$ cat src/hw/rtl/ddr_pkg.sv
// Shared types, codes and constants of the dawn/dusk RGB ramp.
package ddr_pkg;

    localparam int TIME_W = 17;
    localparam int RISE_W = 15;
    localparam int RATE_W = 32;
    localparam int LEVEL_W = 16;
    localparam int TEN_W = 23;   // signed time in tenths of a second
    localparam int ELAP_W = 19;  // elapsed tenths, at most ten ramp lengths
    localparam int Q_W = 35;     // elapsed * rate / 65536
    localparam int CFG_IDX_W = 3;

    localparam logic [1:0] MODE_NONE = 2'd0;
    localparam logic [1:0] MODE_DAWN = 2'd1;
    localparam logic [1:0] MODE_DUSK = 2'd2;

    localparam logic [1:0] OP_ZERO = 2'd0;
    localparam logic [1:0] OP_RISE = 2'd1;
    localparam logic [1:0] OP_FALL = 2'd2;

    localparam logic [CFG_IDX_W-1:0] REG_SUNRISE = 3'd0;
    localparam logic [CFG_IDX_W-1:0] REG_SUNSET = 3'd1;
    localparam logic [CFG_IDX_W-1:0] REG_RISE_LEN = 3'd2;
    localparam logic [CFG_IDX_W-1:0] REG_RED_RATE = 3'd3;
    localparam logic [CFG_IDX_W-1:0] REG_GREEN_RATE = 3'd4;
    localparam logic [CFG_IDX_W-1:0] REG_BLUE_RATE = 3'd5;

    localparam logic [TIME_W-1:0] RST_SUNRISE = 17'd21600;
    localparam logic [TIME_W-1:0] RST_SUNSET = 17'd64800;
    localparam logic [RISE_W-1:0] RST_RISE_LEN = 15'd5400;
    localparam logic [RATE_W-1:0] RST_RED_RATE = 32'd795352;
    localparam logic [RATE_W-1:0] RST_GREEN_RATE = 32'd994190;
    localparam logic [RATE_W-1:0] RST_BLUE_RATE = 32'd1325587;

    localparam logic [LEVEL_W-1:0] LEVEL_MAX = 16'hFFFF;
    // q >= 10 * 65535 means the level is at or past full scale
    localparam logic [Q_W-1:0] Q_SAT = 35'd655350;
    // q / 10 = (q * ceil(2^23 / 10)) >> 23, exact for q below 2^22
    localparam logic [19:0] DIV10_MUL = 20'd838861;

    typedef struct packed {
        logic [TIME_W-1:0] sunrise;
        logic [TIME_W-1:0] sunset;
        logic [RISE_W-1:0] rise_len;
        logic [RATE_W-1:0] red_rate;
        logic [RATE_W-1:0] green_rate;
        logic [RATE_W-1:0] blue_rate;
    } t_cfg;

    typedef struct packed {
        logic [1:0]        op;
        logic [ELAP_W-1:0] elapsed;
    } t_chan;

    typedef struct packed {
        logic [1:0] mode;
        logic       lights_on;
        t_chan      red;
        t_chan      green;
        t_chan      blue;
    } t_win;

    typedef struct packed {
        logic s3;
        logic s4;
    } t_pipe_en;

endpackage

$ cat src/hw/rtl/ddr_scale.sv
// One colour channel: elapsed time times rate, divide by ten, clamp; a falling ramp counts down from full.
module ddr_scale (
    input  logic                        i_clk,
    input  ddr_pkg::t_pipe_en           i_en,
    input  ddr_pkg::t_chan              i_chan,
    input  logic [ddr_pkg::RATE_W-1:0]  i_rate,
    output logic [ddr_pkg::LEVEL_W-1:0] o_level
);

    logic [ddr_pkg::ELAP_W+ddr_pkg::RATE_W-1:0] w_prod;
    logic [ddr_pkg::Q_W-1:0]                    r_q;
    logic [1:0]                                 r_op;
    logic [39:0]                                w_div;
    logic [ddr_pkg::LEVEL_W-1:0]                w_p;
    logic                                       w_sat;
    logic [ddr_pkg::LEVEL_W-1:0]                n_level;
    logic [ddr_pkg::LEVEL_W-1:0]                r_level;

    assign w_prod = (ddr_pkg::ELAP_W + ddr_pkg::RATE_W)'(i_chan.elapsed)
                  * (ddr_pkg::ELAP_W + ddr_pkg::RATE_W)'(i_rate);

    always_ff @(posedge i_clk) begin
        if (i_en.s3) begin
            r_q <= w_prod[ddr_pkg::ELAP_W+ddr_pkg::RATE_W-1:16];
            r_op <= i_chan.op;
        end
    end

    assign w_sat = (r_q >= ddr_pkg::Q_SAT);
    assign w_div = 40'(r_q[19:0]) * 40'(ddr_pkg::DIV10_MUL);
    assign w_p = w_div[38:23];

    always_comb begin
        case (r_op)
            ddr_pkg::OP_RISE: n_level = w_sat ? ddr_pkg::LEVEL_MAX : w_p;
            ddr_pkg::OP_FALL: n_level = w_sat ? '0 : ddr_pkg::LEVEL_MAX - w_p;
            default:          n_level = '0;
        endcase
    end

    always_ff @(posedge i_clk) begin
        if (i_en.s4) begin
            r_level <= n_level;
        end
    end

    assign o_level = r_level;

endmodule

$ cat config.mk
export PLATFORM = sky130hd
export DESIGN_NAME = ddr_scale
export DESIGN_NICKNAME = d
export VERILOG_FILES = /design/src/hw/rtl/ddr_pkg.sv /design/src/hw/rtl/ddr_scale.sv
export SDC_FILE = /design/constraint.sdc
export NUM_CORES = 2
export LEC_CHECK = 0
export BUFFER_PORTS_ARGS = -buffer_cell sky130_fd_sc_hd__buf_2
export CORE_ASPECT_RATIO = 1.4
export CORE_MARGIN = 5
export CORE_UTILIZATION = 35
export CTS_CLUSTER_DIAMETER = 50
export CTS_CLUSTER_SIZE = 12
export DETAILED_ROUTE_END_ITERATION = 8
export SYNTH_ARGS = -nofsm -noshare
export SYNTH_HDL_FRONTEND = slang
export SYNTH_SLANG_ARGS = --single-unit
$ cat constraint.sdc
create_clock -name i_clk -period 10.55 [get_ports i_clk]
set_input_delay 2.11 -clock i_clk [delete_from_list [all_inputs] [get_ports i_clk]]
set_output_delay 2.11 -clock i_clk [all_outputs]
set_load 0.05 [all_outputs]
Word level (Yosys, flattened, before mapping)
Index checks and enable logic that the tools add are counted.
{"block": "word_totals", "register_bits": 53, "latch_bits": 0, "ramBits": 0, "romBits": 0, "in_bits": 56, "output_inout_bits": 16, "word_cells": 12, "memories": 0}
{"block": "classes", "n_addsub": 1, "n_mul": 2, "n_div": 0, "n_lt_le_gt_ge": 1, "n_eq_ne": 2, "n_shift": 0, "mux": 3, "n_bitwise": 0, "reduce_logical": 0}
{"cell": "$mul A19 B32 Y51", "n": 1}
{"cell": "$mul A20 B20 Y39 const B", "n": 1}
{"cell": "$ge A35 B20 Y1 const B", "n": 1}
{"cell": "$mux W16", "n": 2}
{"cell": "$pmux W16 S2", "n": 1}
{"cell": "$sub A16 B16 Y16 const A", "n": 1}
{"cell": "$eq A2 B1 Y1 const B", "n": 1}
{"cell": "$eq A2 B2 Y1 const B", "n": 1}

Longest topological paths before layout
{"block": "logic_depth", "depth_word": 4, "ltp_mapped": 25, "ltp_nobuf": 23}

Worst setup path after synthesis
Ideal clock, no wire load.
{"block": "synth_path", "kind": "input port to flip-flop", "start": "input port i_rate[16] in the netlist's numbering", "end": "register r_q[34] in the netlist's numbering (data pin)", "t_arrival_ns": 8.045, "required_time_ns": 10.290, "setup_slack_ns": 2.245, "stages": 24, "n_path_buf": 2, "path_cell_list": "clkbuf_1 > clkbuf_1 > nand2_1 > fa_1 > inv_1 > fa_1 > inv_1 > fa_1 > inv_1 > fa_1 > fa_1 > inv_1 > fa_1 > inv_1 > ha_1 > a21oi_2 > o21ai_2 > a32o_1 > a221o_1 > o211ai_2 > a21boi_2 > or4_4 > a31oi_4 > xnor2_1"}
{"block": "synth_via", "elab_chain_cells": 1}
{"element": "from (decl)", "line_no": "ddr_scale.sv:6", "rtl": "input logic [ddr_pkg::RATE_W-1:0] i_rate,"}
{"element": "$mul A19 B32 Y51", "line_no": "ddr_scale.sv:20", "rtl": "* (ddr_pkg::ELAP_W + ddr_pkg::RATE_W)'(i_rate);"}
{"element": "net w_prod (one bit)", "line_no": "ddr_scale.sv:10", "rtl": "logic [ddr_pkg::ELAP_W+ddr_pkg::RATE_W-1:0] w_prod;"}
{"element": "to (signal assigned)", "line_no": "ddr_scale.sv:24", "rtl": "r_q <= w_prod[ddr_pkg::ELAP_W+ddr_pkg::RATE_W-1:16];"}
{"element": "to (decl)", "line_no": "ddr_scale.sv:11", "rtl": "logic [ddr_pkg::Q_W-1:0] r_q;"}
The timed path passes the listed nets, and every way through them passes these cells.
A chain may end at the register's enable or synchronous reset.

Final worst setup path
{"block": "layout_path", "start": "input port i_chan[5] in the netlist's numbering", "end": "register r_q[26] in the netlist's numbering (data pin)"}
{"block": "layout_via", "elab_chain_cells": 1}
{"element": "from (decl)", "line_no": "ddr_scale.sv:5", "rtl": "input ddr_pkg::t_chan i_chan,"}
{"element": "$mul A19 B32 Y51", "line_no": "ddr_scale.sv:20"}
{"element": "net w_prod (one bit)", "line_no": "ddr_scale.sv:10"}
The timed path passes the listed nets, and every way through them passes these cells.

==> impl_results.md <==
- Status: completed
- Die Area: 84400 µm²
- H-Tree Depth: 2
- Arrival time worst endpoint: 8700 ps
- DP HPWL: 56.4 mm
- DR iter-0 viols: 773
- Synth Net Count: 3980
- Drt first pass iters: 7
- Post_cts resized: 0
- Fraction of layout instances using a drive strength above 1: 0.0361
- Final hold vios: 0
- Total Routed Length: 71.0 mm
- Sequential share of the synthesized area: 0.0579
- DRT antenna net count: 0
- Crit path kind: input pin to flip-flop
- Worst Skew: 7.48 ps
- Die Y: 342 µm
- Largest area contributor in the netlist: fa_1
- GRT Overall Usage: 0.173
- Top_reg_cell synth: edfxtp_1
- Worst slew pin tran: 1040 ps
- Clk root buf: clkbuf_16
- Clk sinks: 53
- Worst flop-to-flop path startpoint: r_q[3]
- Final GP Congestion: 0.879
- CTS tree: yes
- First-pass GRT wire length: 116 mm
- Maxcap violations: 0
- Clock latency on the worst-skew pair: 310 ps
- Slew margin rel.: 0.305
- Largest net degree at the start of global routing: 38
- Syn Inst Count: 2950
- Num ports: 72
- Fmax: 116 MHz
- Reg2reg path depth: 20
- Synth Cell Area: 27500 µm²
- Flop-to-flop setup slack: 3720 ps
- Crit path time final: 8640 ps
- WHS Path Cells: 2
- Grt ovf: 0
- Top cells by area, synth: fa_1 (46%), ha_1 (15%), inv_1 (11%)
- Critical Path RT: 10610 ps
- Die W: 247 µm
- Max-slew violations: 0
- Area Overhead vs Synth: 5.09%
- Worst Hold Class: flip-flop to flip-flop
- Critical Path Source Type: input pin
- Worst-path clk slew: 70 ps
- Post-synth cell types: 57
- Most instantiated cells after synthesis: inv_1 (771), fa_1 (637), nand2_1 (435)
- Total clock buffers created by CTS: 5
- Crit end category: flip-flop
- Number of global-route vias before repair: 21600
- Drt drc: 0
- Synth Register Bits: 53
- Yosys top cell area share: 0.464
- Row cnt: 121
- Setup TNS: 0 ps
- Wirelength per Cell: 17.9 µm
- PortBufs: 71
- Period utilization: 0.819
- Initial Util: 0.353
- Nets@finish: 3940
- Placeable Area: 77800 µm²
- Synthesis Warnings: 0
- Reg-to-reg endpoint: o_level[14]
- Ys async rst share: 0
- Most used standard cell by instance count after synthesis: inv_1
- Bufs on Longest Clock Path: 2
- Setup bufs post-CTS: 0
- Drt via density: 4.86
- Mapped Avg Cell Area: 9.32 µm²
- Number of flops mapped to enable cells by yosys: 53
- Maximum fanout along the worst path: 32
- RSZ-0062 raised after global routing: no
- Hold EP: o_level[1]
- Antenna violations before repair: 3
- Hold Crit Start: r_op[1]
- # hold bufs at CTS: 0
- Final setup violation count: 0
- Total number of vias: 19200
cell families (layout without fill, tap and decap cells):
kind of cell             count (synthesis)  count (layout)  synth area share
adder cells (fa/ha/maj)                974             974             0.617
buffers and inverters                  889             850             0.122
AND/OR/NAND/NOR                        769             769             0.133
AO/OA/AOI/OAI                          185             185            0.0448
XOR/XNOR                                66              66            0.0210
flip-flops                              53              53            0.0579
multiplexers                            14              14           0.00510
other                                    0               3                 0
placed cells by master (no fill, tap or decap), types with 6 or more instances in the layout:
cell,instances
inv_1,771
fa_1,637
nand2_1,435
ha_1,337
and2_1,216
buf_2,71
a21oi_1,60
edfxtp_1,53
xnor2_1,40
o21ai_0,28
a21o_1,27
nor2_1,27
xor2_1,26
nand4_1,18
nand3_1,16
mux2i_1,14
nor3_1,13
and3_1,9
nor2b_1,8
o21a_1,8
o211ai_1,7
a31oi_1,7
o21bai_1,7
nor4_1,6
nand2b_1,6
registers in the layout (all words and copies together), names as in the netlist:
register / flops
o_level: 16
r_q: 35
r_op: 2
stage by stage:
stage          area [µm²]  utilization  hold WS, ps  setup WS, ps  std cells
2_1_floorplan       27500            -          684          2250       2950
3_3_place_gp        28700        0.369          747          1630       3948
3_5_place_dp        28700        0.369          750          1520       3948
4_1_cts             28900        0.371          764          1870       3956
5_1_grt             28900        0.371          801          1560       3958
6_report            28900        0.371          755          1910       3959
layout make-up:
class	instances	area [µm²]
clock buffer	5	125
clock inverter	3	50.0
multi-input combinational	2008	22600
sequential	53	1590
timing repair buffer	71	355
tap	1045	1310
fill	8082	48900
inverter	771	2890
antenna	3	7.51
how the worst max path moves through the flow:
stage | from | to | cells past startpoint
floorplan | i_rate[16] | r_q[34] | 24
global placement | i_chan[4] | r_q[26] | 23
detailed placement | i_chan[5] | r_q[26] | 23
CTS | i_chan[5] | r_q[26] | 23
global route | i_chan[5] | r_q[26] | 23
finish | i_chan[5] | r_q[26] | 23
metal layers:
metal / share of wire / global-route usage / up-vias
met1: 0.38 / 0.207 / 9926
met4: 0.034 / 0.0529 / 0
met3: 0.048 / 0.0188 / 143
li1: - / - / 8640
met2: 0.53 / 0.325 / 526
met5: 0 / 0 / -
critical path, stage by stage:
cell and delay, ps:
buf_2 620, nand2_1 180, fa_1 550, inv_1 60, fa_1 530, inv_1 50
fa_1 490, inv_1 50, fa_1 450, fa_1 530, inv_1 50, fa_1 510
inv_1 50, ha_1 420, nand4_1 180, nor3_1 260, nand2_1 80, a21oi_1 460
o21ai_0 250, o21bai_2 330, a31o_2 230, a21oi_1 80, xnor2_1 140
Power is not shown: default switching activity piles up to over one toggle a cycle in this logic, so the estimate is an artifact.
