<file path="src/hw/rtl/ddr_pkg.sv">
// Shared types, codes and constants of the dawn/dusk RGB ramp.
package ddr_pkg;

    localparam int TIME_W = 17;
    localparam int RISE_W = 15;
    localparam int RATE_W = 32;
    localparam int LEVEL_W = 16;
    localparam int TEN_W = 23;   // signed time in tenths of a second
    localparam int ELAP_W = 19;  // elapsed tenths, at most ten ramp lengths
    localparam int Q_W = 35;     // elapsed * rate / 65536
    localparam int CFG_IDX_W = 3;

    localparam logic [1:0] MODE_NONE = 2'd0;
    localparam logic [1:0] MODE_DAWN = 2'd1;
    localparam logic [1:0] MODE_DUSK = 2'd2;

    localparam logic [1:0] OP_ZERO = 2'd0;
    localparam logic [1:0] OP_RISE = 2'd1;
    localparam logic [1:0] OP_FALL = 2'd2;

    localparam logic [CFG_IDX_W-1:0] REG_SUNRISE = 3'd0;
    localparam logic [CFG_IDX_W-1:0] REG_SUNSET = 3'd1;
    localparam logic [CFG_IDX_W-1:0] REG_RISE_LEN = 3'd2;
    localparam logic [CFG_IDX_W-1:0] REG_RED_RATE = 3'd3;
    localparam logic [CFG_IDX_W-1:0] REG_GREEN_RATE = 3'd4;
    localparam logic [CFG_IDX_W-1:0] REG_BLUE_RATE = 3'd5;

    localparam logic [TIME_W-1:0] RST_SUNRISE = 17'd21600;
    localparam logic [TIME_W-1:0] RST_SUNSET = 17'd64800;
    localparam logic [RISE_W-1:0] RST_RISE_LEN = 15'd5400;
    localparam logic [RATE_W-1:0] RST_RED_RATE = 32'd795352;
    localparam logic [RATE_W-1:0] RST_GREEN_RATE = 32'd994190;
    localparam logic [RATE_W-1:0] RST_BLUE_RATE = 32'd1325587;

    localparam logic [LEVEL_W-1:0] LEVEL_MAX = 16'hFFFF;
    // q >= 10 * 65535 means the level is at or past full scale
    localparam logic [Q_W-1:0] Q_SAT = 35'd655350;
    // q / 10 = (q * ceil(2^23 / 10)) >> 23, exact for q below 2^22
    localparam logic [19:0] DIV10_MUL = 20'd838861;

    typedef struct packed {
        logic [TIME_W-1:0] sunrise;
        logic [TIME_W-1:0] sunset;
        logic [RISE_W-1:0] rise_len;
        logic [RATE_W-1:0] red_rate;
        logic [RATE_W-1:0] green_rate;
        logic [RATE_W-1:0] blue_rate;
    } t_cfg;

    typedef struct packed {
        logic [1:0]        op;
        logic [ELAP_W-1:0] elapsed;
    } t_chan;

    typedef struct packed {
        logic [1:0] mode;
        logic       lights_on;
        t_chan      red;
        t_chan      green;
        t_chan      blue;
    } t_win;

    typedef struct packed {
        logic s3;
        logic s4;
    } t_pipe_en;

endpackage

</file>
<file path="src/hw/rtl/ddr_window.sv">
// Window decode: ramp mode, lights-on flag and per-channel elapsed time.
module ddr_window (
    input  logic [ddr_pkg::TIME_W-1:0] i_time,
    input  ddr_pkg::t_cfg              i_cfg,
    output ddr_pkg::t_win              o_win
);

    logic signed [ddr_pkg::TEN_W-1:0] w_t10;
    logic signed [ddr_pkg::TEN_W-1:0] w_r5;
    logic signed [ddr_pkg::TEN_W-1:0] w_r2;
    logic signed [ddr_pkg::TEN_W-1:0] w_r4;
    logic signed [ddr_pkg::TEN_W-1:0] w_rise10;
    logic signed [ddr_pkg::TEN_W-1:0] w_set10;
    logic signed [ddr_pkg::TEN_W-1:0] w_dawn10;
    logic signed [ddr_pkg::TEN_W-1:0] w_on10;
    logic signed [ddr_pkg::TEN_W-1:0] w_off10;
    logic signed [ddr_pkg::TEN_W-1:0] w_dusk10;
    logic signed [ddr_pkg::TEN_W-1:0] w_e_dawn;
    logic signed [ddr_pkg::TEN_W-1:0] w_e_green;
    logic signed [ddr_pkg::TEN_W-1:0] w_e_blue;
    logic signed [ddr_pkg::TEN_W-1:0] w_e_dusk;
    logic                             w_in_dawn;
    logic                             w_in_dusk;

    assign w_t10 = $signed(ddr_pkg::TEN_W'(i_time) * ddr_pkg::TEN_W'(10));
    assign w_rise10 = $signed(ddr_pkg::TEN_W'(i_cfg.sunrise) * ddr_pkg::TEN_W'(10));
    assign w_set10 = $signed(ddr_pkg::TEN_W'(i_cfg.sunset) * ddr_pkg::TEN_W'(10));
    assign w_r5 = $signed(ddr_pkg::TEN_W'(i_cfg.rise_len) * ddr_pkg::TEN_W'(5));
    assign w_r2 = $signed(ddr_pkg::TEN_W'(i_cfg.rise_len) * ddr_pkg::TEN_W'(2));
    assign w_r4 = $signed(ddr_pkg::TEN_W'(i_cfg.rise_len) * ddr_pkg::TEN_W'(4));

    assign w_dawn10 = w_rise10 - w_r5;
    assign w_on10 = w_rise10 + w_r5;
    assign w_off10 = w_set10 - w_r5;
    assign w_dusk10 = w_set10 + w_r5;

    assign w_in_dawn = (w_t10 >= w_dawn10) && (w_t10 <= w_on10);
    assign w_in_dusk = (w_t10 <= w_dusk10) && (w_t10 >= w_off10);

    assign w_e_dawn = w_t10 - w_dawn10;
    assign w_e_green = w_e_dawn - w_r2;
    assign w_e_blue = w_e_dawn - w_r4;
    assign w_e_dusk = w_t10 - w_off10;

    always_comb begin
        o_win = '0;
        o_win.lights_on = (w_t10 > w_on10) && (w_t10 < w_off10);
        if (w_in_dawn) begin
            // green and blue start late; hold them at zero until then
            o_win.mode = ddr_pkg::MODE_DAWN;
            o_win.red.op = ddr_pkg::OP_RISE;
            o_win.red.elapsed = w_e_dawn[ddr_pkg::ELAP_W-1:0];
            o_win.green.op = w_e_green[ddr_pkg::TEN_W-1] ? ddr_pkg::OP_ZERO
                                                         : ddr_pkg::OP_RISE;
            o_win.green.elapsed = w_e_green[ddr_pkg::ELAP_W-1:0];
            o_win.blue.op = w_e_blue[ddr_pkg::TEN_W-1] ? ddr_pkg::OP_ZERO
                                                       : ddr_pkg::OP_RISE;
            o_win.blue.elapsed = w_e_blue[ddr_pkg::ELAP_W-1:0];
        end else if (w_in_dusk) begin
            o_win.mode = ddr_pkg::MODE_DUSK;
            o_win.red.op = ddr_pkg::OP_FALL;
            o_win.red.elapsed = w_e_dusk[ddr_pkg::ELAP_W-1:0];
            o_win.green.op = ddr_pkg::OP_FALL;
            o_win.green.elapsed = w_e_dusk[ddr_pkg::ELAP_W-1:0];
            o_win.blue.op = ddr_pkg::OP_FALL;
            o_win.blue.elapsed = w_e_dusk[ddr_pkg::ELAP_W-1:0];
        end
    end

endmodule

</file>
<file path="config.mk">
export PLATFORM = sky130hd
export DESIGN_NAME = ddr_window
export DESIGN_NICKNAME = d
export VERILOG_FILES = /design/src/hw/rtl/ddr_pkg.sv /design/src/hw/rtl/ddr_window.sv
export SDC_FILE = /design/constraint.sdc
export NUM_CORES = 1
export LEC_CHECK = 0
export BUFFER_PORTS_ARGS = -buffer_cell sky130_fd_sc_hd__buf_2
export CAP_MARGIN = 20
export CORE_MARGIN = 2
export CORE_UTILIZATION = 50
export DETAILED_ROUTE_END_ITERATION = 10
export PLACE_DENSITY = 0.82
export SLEW_MARGIN = 0
export SYNTH_ARGS = -nofsm -noshare
export SYNTH_HDL_FRONTEND = slang
export SYNTH_SLANG_ARGS = --single-unit
</file>
<file path="constraint.sdc">
create_clock -name vclk -period 8.8
set_clock_uncertainty 0.05 [all_clocks]
set_input_delay 0.88 -clock vclk [all_inputs]
set_output_delay 0.88 -clock vclk [all_outputs]
set_load 0.005 [all_outputs]
</file>
======== Word level (Yosys, flattened, before mapping) ========
Index checks and enable logic that the tools add are counted.
cells by class
  reductions and logical operators ........ 3
  multiplexer cells ....................... 6
  $add $sub $neg .......................... 8
  order comparisons ....................... 6
  multiply operators ...................... 4
operator list
  operator                                                               count
  63-bit two-way mux                                                     2
  17-bit by 3-bit multiplier with 20-bit output (second input constant)  3
  21-bit by 18-bit adder with 22-bit output                              2
  22-bit >= comparator                                                   2
  21-bit by 22-bit less-or-equal comparator with 1-bit output            2
  21-bit by 18-bit subtractor with 22-bit output                         2
  22-bit by 22-bit subtractor with 23-bit output                         1
  23-bit by 17-bit subtractor with 23-bit output                         1
  23-bit by 18-bit subtractor with 23-bit output                         1
  21-bit by 22-bit > comparator with 1-bit output                        1
  22-bit < comparator                                                    1
  19-bit subtractor                                                      1
  15-bit by 3-bit multiplier with 18-bit output (second input constant)  1
  2-bit two-way mux                                                      2
  1-bit logical AND                                                      3
  1-bit two-way mux                                                      2
word-level totals
  input port bits ......................... 162
  output and inout port bits .............. 66
  flip-flop bits (word level) ............. 0

======== Longest topological paths before layout ========
Gate-level depths: netlist of run 1.
  depth in word-level cells ............... 6
  gate-level depth with buffers ........... 35
  mapped depth without buffers ............ 32

======== Least setup slack after synthesis of run 1 ========
OpenSTA, ideal clock, no wires.
  kind .................................... in2out
  start point ............................. in i_cfg[98] (netlist name)
  end point ............................... out o_win[43] (netlist name)
  buffers on the path ..................... 4
  stages on the path ...................... 29
  setup slack ............................. 1.260 ns
  required time ........................... 7.870 ns
  data arrival time ....................... 6.610 ns
  path through ............................ ha_1 -> ha_1 -> a21o_1 -> a21oi_1 -> o21ai_0 -> a21oi_1 -> o21ai_0 -> a41o_1 -> o41ai_1 -> xnor2_1 -> ha_1 -> buf_2 -> or3_1 -> nor2_1 -> a211oi_1 -> o31ai_1 -> xor2_1 -> ha_1 -> and3_1 -> a31oi_1 -> nand2_1 -> a31oi_4 -> o21ai_1 -> o31a_1 -> buf_4 -> nor2_4 -> buf_4 -> a22o_1 -> buf_4
RTL lines
  item             line             RTL
  start, declared  ddr_window.sv:4  input ddr_pkg::t_cfg i_cfg,
  end, declared    ddr_window.sv:5  output ddr_pkg::t_win o_win

==> results of run 1 <==
[cells in the mapped netlist, types with 13 or more instances]
| library cell | n | area (µm²) |
|---|---|---|
| nor3_1 | 33 | 165 |
| nor2_1 | 112 | 420 |
| nand2_1 | 64 | 240 |
| o21a_1 | 16 | 120 |
| xor2_1 | 43 | 377 |
| inv_1 | 102 | 383 |
| nand4_1 | 13 | 81.3 |
| nor2b_1 | 28 | 175 |
| a211oi_1 | 14 | 105 |
| xnor2_1 | 134 | 1170 |
| or3_1 | 13 | 81.3 |
| o21ai_0 | 69 | 345 |
| nand2b_1 | 25 | 156 |
| a21o_1 | 65 | 488 |
| nand3_1 | 26 | 130 |
| o21bai_1 | 29 | 218 |
| a21oi_1 | 142 | 711 |
| buf_4 | 14 | 105 |
| clkbuf_1 | 15 | 56.3 |
| ha_1 | 298 | 3730 |
| a22o_1 | 38 | 333 |
[area by class of cell]
class                           instances  area share [%]
Timing Repair Buffer                  149            6.63
Tap cell                              280            2.86
Inverter                              103            3.15
Multi-Input combinational cell       1335            87.4
[per-layer routing]
| metal | global-route usage (%) | wire [µm] | vias to the layer above |
|---|---|---|---|
| met5 | 0 | 0 | - |
| met4 | 5.94 | 839 | 0 |
| met3 | 0.930 | 1810 | 54 |
| met2 | 44.8 | 14600 | 381 |
| met1 | 35.9 | 15100 | 5292 |
| li1 | - | - | 5628 |
[cells by family (layout without fill, tap and decap cells)]
family / count (synthesis) / in the layout / synth area share [%]
mux: 1 / 1 / 0.0894
fa+ha+maj: 308 / 308 / 35.1
buf+inv: 140 / 252 / 5.31
xor+xnor: 179 / 179 / 14.2
compound gates: 488 / 488 / 29.4
simple gates: 359 / 359 / 15.9
[worst paths after layout]
| check | from | to | slack (ns) | depth (start not counted) |
|---|---|---|---|---|
| worst max-delay path | i_cfg[98] | o_win[32] | 0.43 | 30 |
| worst min-delay path | i_cfg[96] | o_win[42] | 2.33 | 5 |
[stage by stage]
step,setup TNS [ns],setup WS (ns)
after floorplan,0,1.26
after global placement,0,0.405
after detailed placement,0,0.297
after CTS,0,0.288
after global routing,-0.0368,-0.0331
final,0,0.430
[what timing repair did]
item                       in CTS  in global routing
setup endpoints to repair       0                 63
gates resized for setup         0                 24
hold endpoints to repair        0                  0
==> qor.csv, run 1 <==
metric;value;unit
start_util;51.1;%
coreArea;21900;µm²
grt_pass1_wl;51.5;mm
fin_crit;8.37;ns
syn_avg_cell_area;7.59;µm²
drtAntennaViolNets;0;
vias_per_cell;6.08;
fill_cells;2039;
dieArea;23600;µm²
utilization;56.0;%
post-route-period-util;95.1;%
relSlewSlack;55.4;%
max_cap_violations;0;
layout-drive-gt1-share;13.0;%
final_cell_mix;ha_1, a21oi_1, xnor2_1, buf_2, nor2_1;
stdcell_area;12300;µm²
rows;54;
register_area;0;µm²
first_iter_violations;876;
n_antenna_cell;0;
ios;228;
die_w;154;µm
grt_usage;26.0;%
antenna_found_initial;0;
wl_per_cell;17.3;µm
multi_input_area;10700;µm²
drc_errors;0;
setup_viol;0;
cp_slowest_stage_delay;0.49;ns
dp_hpwl;28.4;mm
yosysSeqAreaShare;0;%
worstSetupPathType;in -> out;
place_area;12200;µm²
post_cts_buffers;0;
cp_slowest_cell;o41ai_1;
arrival;7.44;ns
io_buffers;132;
outcome;complete, no violations;
fin_cells;1867;
worstMarginPinSlew;0.665;ns
start_kind;input port;
final_common_cell;ha_1;
hold_viol;0;
design.seq.count;0;
syn-num-nets;1945;
hold_buffers;0;
vias;11355;
end_kind;output port;
gr-total-overflow;0;
critPathBufInv;4;
netlist_area;11200;µm²
min_path_type;in -> out;
slew_violations;0;
grt_pass1_vias;10705;
grt_max_degree;46;
routed_wl;32.4;mm
critical-path-top-delay-family;compound AO/OA/AOI/OAI gates;
required;7.87;ns
ys_warn_count;0;
critPathMaxFanout;45;
post_synth_num_cell_types;77;
place_congestion;0.997;
dp_cells;1867;
max_freq;119;MHz
dr.pass1.iters;7;
syn_to_final_growth;9.56;%
die_h;154;µm
synthCells;1475;
clkbuf_count;0;
whs;2.33;ns
nNetsFinal;2059;
Power of run 1 is left out: the tool's default activity adds up to more than one toggle a clock period on the data nets, which glitch-free logic cannot reach.
==> run 2, diff against run 1 <==
--- a/config.mk
+++ b/config.mk
@@ -5,12 +5,13 @@
 export SDC_FILE = /design/constraint.sdc
 export NUM_CORES = 1
 export LEC_CHECK = 0
+export ABC_AREA = 1
 export BUFFER_PORTS_ARGS = -buffer_cell sky130_fd_sc_hd__buf_2
 export CAP_MARGIN = 20
 export CORE_MARGIN = 2
-export CORE_UTILIZATION = 50
+export CORE_UTILIZATION = 40
 export DETAILED_ROUTE_END_ITERATION = 10
-export PLACE_DENSITY = 0.82
+export PLACE_DENSITY = 0.69
 export SLEW_MARGIN = 0
 export SYNTH_ARGS = -nofsm -noshare
 export SYNTH_HDL_FRONTEND = slang
==> run 2 against run 1 <==
  * Die area increased by 38%
  * Core utilization down 12 points
  * Setup slack improved by 0.057 ns
  * Cell area up 11%
  * Highest routed layer unchanged
  * Count of clock-buffer cells in the layout is the same
==> qor.csv, run 2 <==
metric;value;unit
post-route-period-util;94.5;%
fin_tns_setup;0;ns
synth-compound-area-share;18.6;%
crit_start;i_cfg[99];
synth_top_family_by_area;adder cells;
hold_start;i_cfg[96];
first_iter_violations;1062;
final_common_cell;nand2_1;
syn-num-nets;2425;
grt_pass1_wl;64.5;mm
grt_max_degree;23;
n_antenna_cell;0;
yosysSeqAreaShare;0;%
required;7.87;ns
worstSetupPathType;in -> out;
ys_warn_count;0;
ios;228;
synth_mux_area_share;0;%
cp_slowest_cell;ha_1;
place_congestion;1.06;
synth_area_leaders;ha_1, nand2_1, xor2_1;
synth_most_common_cell;nand2_1;
yosysTopAreaCellShare;29.9;%
setup_viol;0;
clkbuf_count;0;
start_util;40.7;%
design.seq.count;0;
die_h;181;µm
antenna_found_initial;0;
end_kind;output port;
arrival;7.38;ns
max_cap_violations;0;
synth_largest_area_cell;ha_1;
worstMarginPinSlew;0.899;ns
critPathMaxFanout;6;
vias_per_cell;5.50;
rows;64;
final_cell_mix;nand2_1, ha_1, inv_1;
min_path_type;in -> out;
synth-xor-area-share;12.1;%
wl_per_cell;16.5;µm
drc_errors;0;
rsz0062_at_grt;no;
synthCells;1955;
cpMostUsedCell;nand2_1;
dr.pass1.iters;5;
synth_common_cells;nand2_1, ha_1, inv_1;
yosys.area_share.simple;28.3;%
fin_crit;8.31;ns
grt_usage;24.0;%
max_freq;120;MHz
start_kind;input port;
gr-total-overflow;0;
routed_wl;40.8;mm
min_to;o_win[22];
hold_depth;6;
layout-drive-gt1-share;11.0;%
die_w;181;µm
grt_pass1_vias;12710;
coreArea;30700;µm²
post_synth_num_cell_types;56;
outcome;complete, no violations;
synth-adder-area-share;31.5;%
dp_hpwl;36.0;mm
syn_avg_cell_area;6.38;µm²
slew_violations;0;
drtAntennaViolNets;0;
netlist_area;12500;µm²
relSlewSlack;39.8;%
dieArea;32600;µm²
vias;13605;
cp_slowest_stage_delay;0.45;ns
io_buffers;132;
register_area;0;µm²
nNetsFinal;2549;
hold_viol;0;
syn_to_final_growth;8.85;%
run 2: cell count changes after synthesis, sizes merged, moves of 45 or more:
cell   change
nand3     +78
inv      +140
a21oi     +72
xnor2     -96
nand2    +401
xor2      +89
a21o      -45
run 2: critical path, delay by kind of cell:
family / cells / cell delay [ns]
AOI/OAI and AO/OA: 12 / 2.15
adders and majority gates: 6 / 1.83
buffers and inverters: 7 / 0.89
and+or+nand+nor: 9 / 0.82
xor gates and xnor gates: 3 / 0.80
run 2: metrics by stage:
step	setup slack [ns]	instance area [µm²]	utilization [%]	cells	hold slack, ns
floorplan	1.87	12500	-	1955	1.84
global placement	0.479	13600	44.3	2473	2.35
detailed placement	0.405	13600	44.3	2473	2.35
CTS	0.386	13600	44.3	2473	2.35
global route	0.0337	13600	44.3	2473	2.40
finish	0.487	13600	44.3	2473	2.38
run 2: logic make-up after synthesis:
logic type / after synthesis
adders and majority gates: 308
and+or+nand+nor: 784
buffers and inverters: 280
AOI/OAI and AO/OA: 411
xor gates and xnor gates: 172
run 2: area by class of cell:
type                            count  area [µm²]
Multi-Input combinational cell   1675       11300
Tap cell                          396         495
Inverter                          243         917
Fill cell                        3226       17100
Timing Repair Buffer              159         863
run 2: repair_timing:
action / CTS / global route
hold buffers: 0 / 0
buffers inserted: 0 / 0
gates resized for setup: 0 / 2
endpoints found under the setup margin: 0 / 6
run 2: per-layer routing:
| layer | wire [µm] | vias up | track usage, % |
|---|---|---|---|
| met4 | 1500 | 0 | 6.90 |
| met5 | 0 | - | 0 |
| met3 | 2680 | 86 | 1.11 |
| met1 | 19100 | 6135 | 33.7 |
| met2 | 17500 | 531 | 39.5 |
| li1 | - | 6853 | - |
run 2: worst max-delay path by stage:
| stage | to | cells after the start | slack [ns] |
|---|---|---|---|
| floorplan | o_win[39] | 32 | 1.87 |
| global placement | o_win[39] | 37 | 0.48 |
| detailed placement | o_win[37] | 34 | 0.40 |
| CTS | o_win[37] | 34 | 0.39 |
| global route | o_win[40] | 35 | 0.03 |
| finish | o_win[39] | 37 | 0.49 |
Power of run 2 is left out for the same reason.
==> run 3, diff against run 2 <==
--- a/config.mk
+++ b/config.mk
@@ -8,10 +8,11 @@
 export ABC_AREA = 1
 export BUFFER_PORTS_ARGS = -buffer_cell sky130_fd_sc_hd__buf_2
 export CAP_MARGIN = 20
+export CORE_ASPECT_RATIO = 0.9
 export CORE_MARGIN = 2
 export CORE_UTILIZATION = 40
 export DETAILED_ROUTE_END_ITERATION = 10
-export PLACE_DENSITY = 0.69
+export PLACE_DENSITY = 0.71
 export SLEW_MARGIN = 0
 export SYNTH_ARGS = -nofsm -noshare
 export SYNTH_HDL_FRONTEND = slang
==> constraint.sdc (replaced) <==
create_clock -name vclk -period 7.25
set_clock_uncertainty 0.05 [all_clocks]
set_input_delay 0.725 -clock vclk [all_inputs]
set_output_delay 0.725 -clock vclk [all_outputs]
set_load 0.005 [all_outputs]
==> run 3 against run 2 <==
  * Die area is essentially flat
  * Via count increased by 7.5%
  * Sequential cell count unchanged
  * Cell area rose by 24%
  * Setup slack worse by 0.44 ns
  * Critical endpoint is now o_win[38]
  * Sequential share of layout area unchanged
  * Critical path depth grew 3
  * Non-clock buffer count up 261
==> qor.csv, run 3 (synthesis gave the netlist of run 2 again) <==
metric;value;unit
outcome;complete, no violations;
place_congestion;1.00;
syn_to_final_growth;34.5;%
wl_per_cell;16.5;µm
cp_slowest_stage_delay;0.37;ns
clkbuf_count;0;
coreArea;30800;µm²
drtAntennaViolNets;0;
arrival;6.43;ns
routed_wl;45.3;mm
max_cap_violations;0;
drc_errors;0;
end_kind;output port;
grt_max_degree;50;
min_path_type;in -> out;
worstMarginPinSlew;0.946;ns
grt_pass1_vias;13162;
post-route-period-util;99.3;%
start_kind;input port;
worstSetupPathType;in -> out;
max_freq;139;MHz
place_ws;-0.526;ns
utilization;54.4;%
ios;228;
nNetsFinal;2812;
n_antenna_cell;0;
first_iter_violations;1032;
final_cell_mix;nand2_1, buf_4, ha_1;
hold_viol;0;
final_common_cell;nand2_1;
dp_hpwl;38.2;mm
rsz0062_at_grt;yes;
slew_violations;0;
antenna_found_initial;0;
io_buffers;132;
die_w;190;µm
required;6.47;ns
grt_pass1_wl;67.4;mm
setup_ws;0.0478;ns
relSlewSlack;36.7;%
die_h;172;µm
setup_viol;0;
gr-total-overflow;0;
layout-drive-gt1-share;28.5;%
register_area;0;µm²
grt_usage;25.8;%
design.seq.count;0;
critPathBufInv;10;
fin_crit;7.20;ns
dieArea;32600;µm²
cp_slowest_cell;fa_2;
rows;61;
critPathMaxFanout;4;
critical-path-top-delay-family;adder cells;
vias;14622;
dr.pass1.iters;7;
fill_cells;2928;
hold_buffers;0;
start_util;40.5;%
vias_per_cell;5.32;
==> run 3: cell types whose count changed in the layout (fill, tap and decap cells not counted), moves of 24 or more <==
cell     delta
ha_1       -37
ha_4       +32
buf_4     +254
o21ai_0    -24
a21oi_2    +31
a21oi_1    -35
==> run 3: final timing paths <==
path,from,end,slack [ns],depth (start not counted)
hold / removal,i_cfg[96],o_win[22],2.05,6
setup / recovery,i_cfg[99],o_win[38],0.05,40
==> run 3: cell type report <==
class	instances	area (µm²)	share of cell area, %
repair buffers	420	2890	17.2
well taps	409	512	3.05
multi-input cells	1676	12400	74.1
repair inverters	1	11.3	0.0671
inverters	243	941	5.61
==> run 3: timing repair <==
action	CTS	global route
cloned	0	2
setup buffers	4	21
resized for setup	65	182
pin swaps	18	55
endpoints found under the setup margin	65	66
==> run 3: metrics by stage <==
stage	hold WS, ns	cell area, µm²	TNS, ns	instances
final	2.05	16800	0	2749
after global routing	2.10	16800	-1.34	2749
after CTS	2.04	15800	0	2727
after detailed placement	2.04	15400	-13.34	2723
after global placement	2.04	15400	-9.29	2723
after floorplan	1.53	12500	0	1955
==> run 3: per-layer routing <==
layer | wire length (µm) | track usage, % | vias to the layer above
li1 | - | - | 7382
met1 | 20900 | 35.7 | 6684
met2 | 20000 | 42.7 | 486
met3 | 2650 | 2.10 | 70
met4 | 1850 | 7.38 | 0
met5 | 0 | 0 | -
Power of run 3 is left out for the same reason.
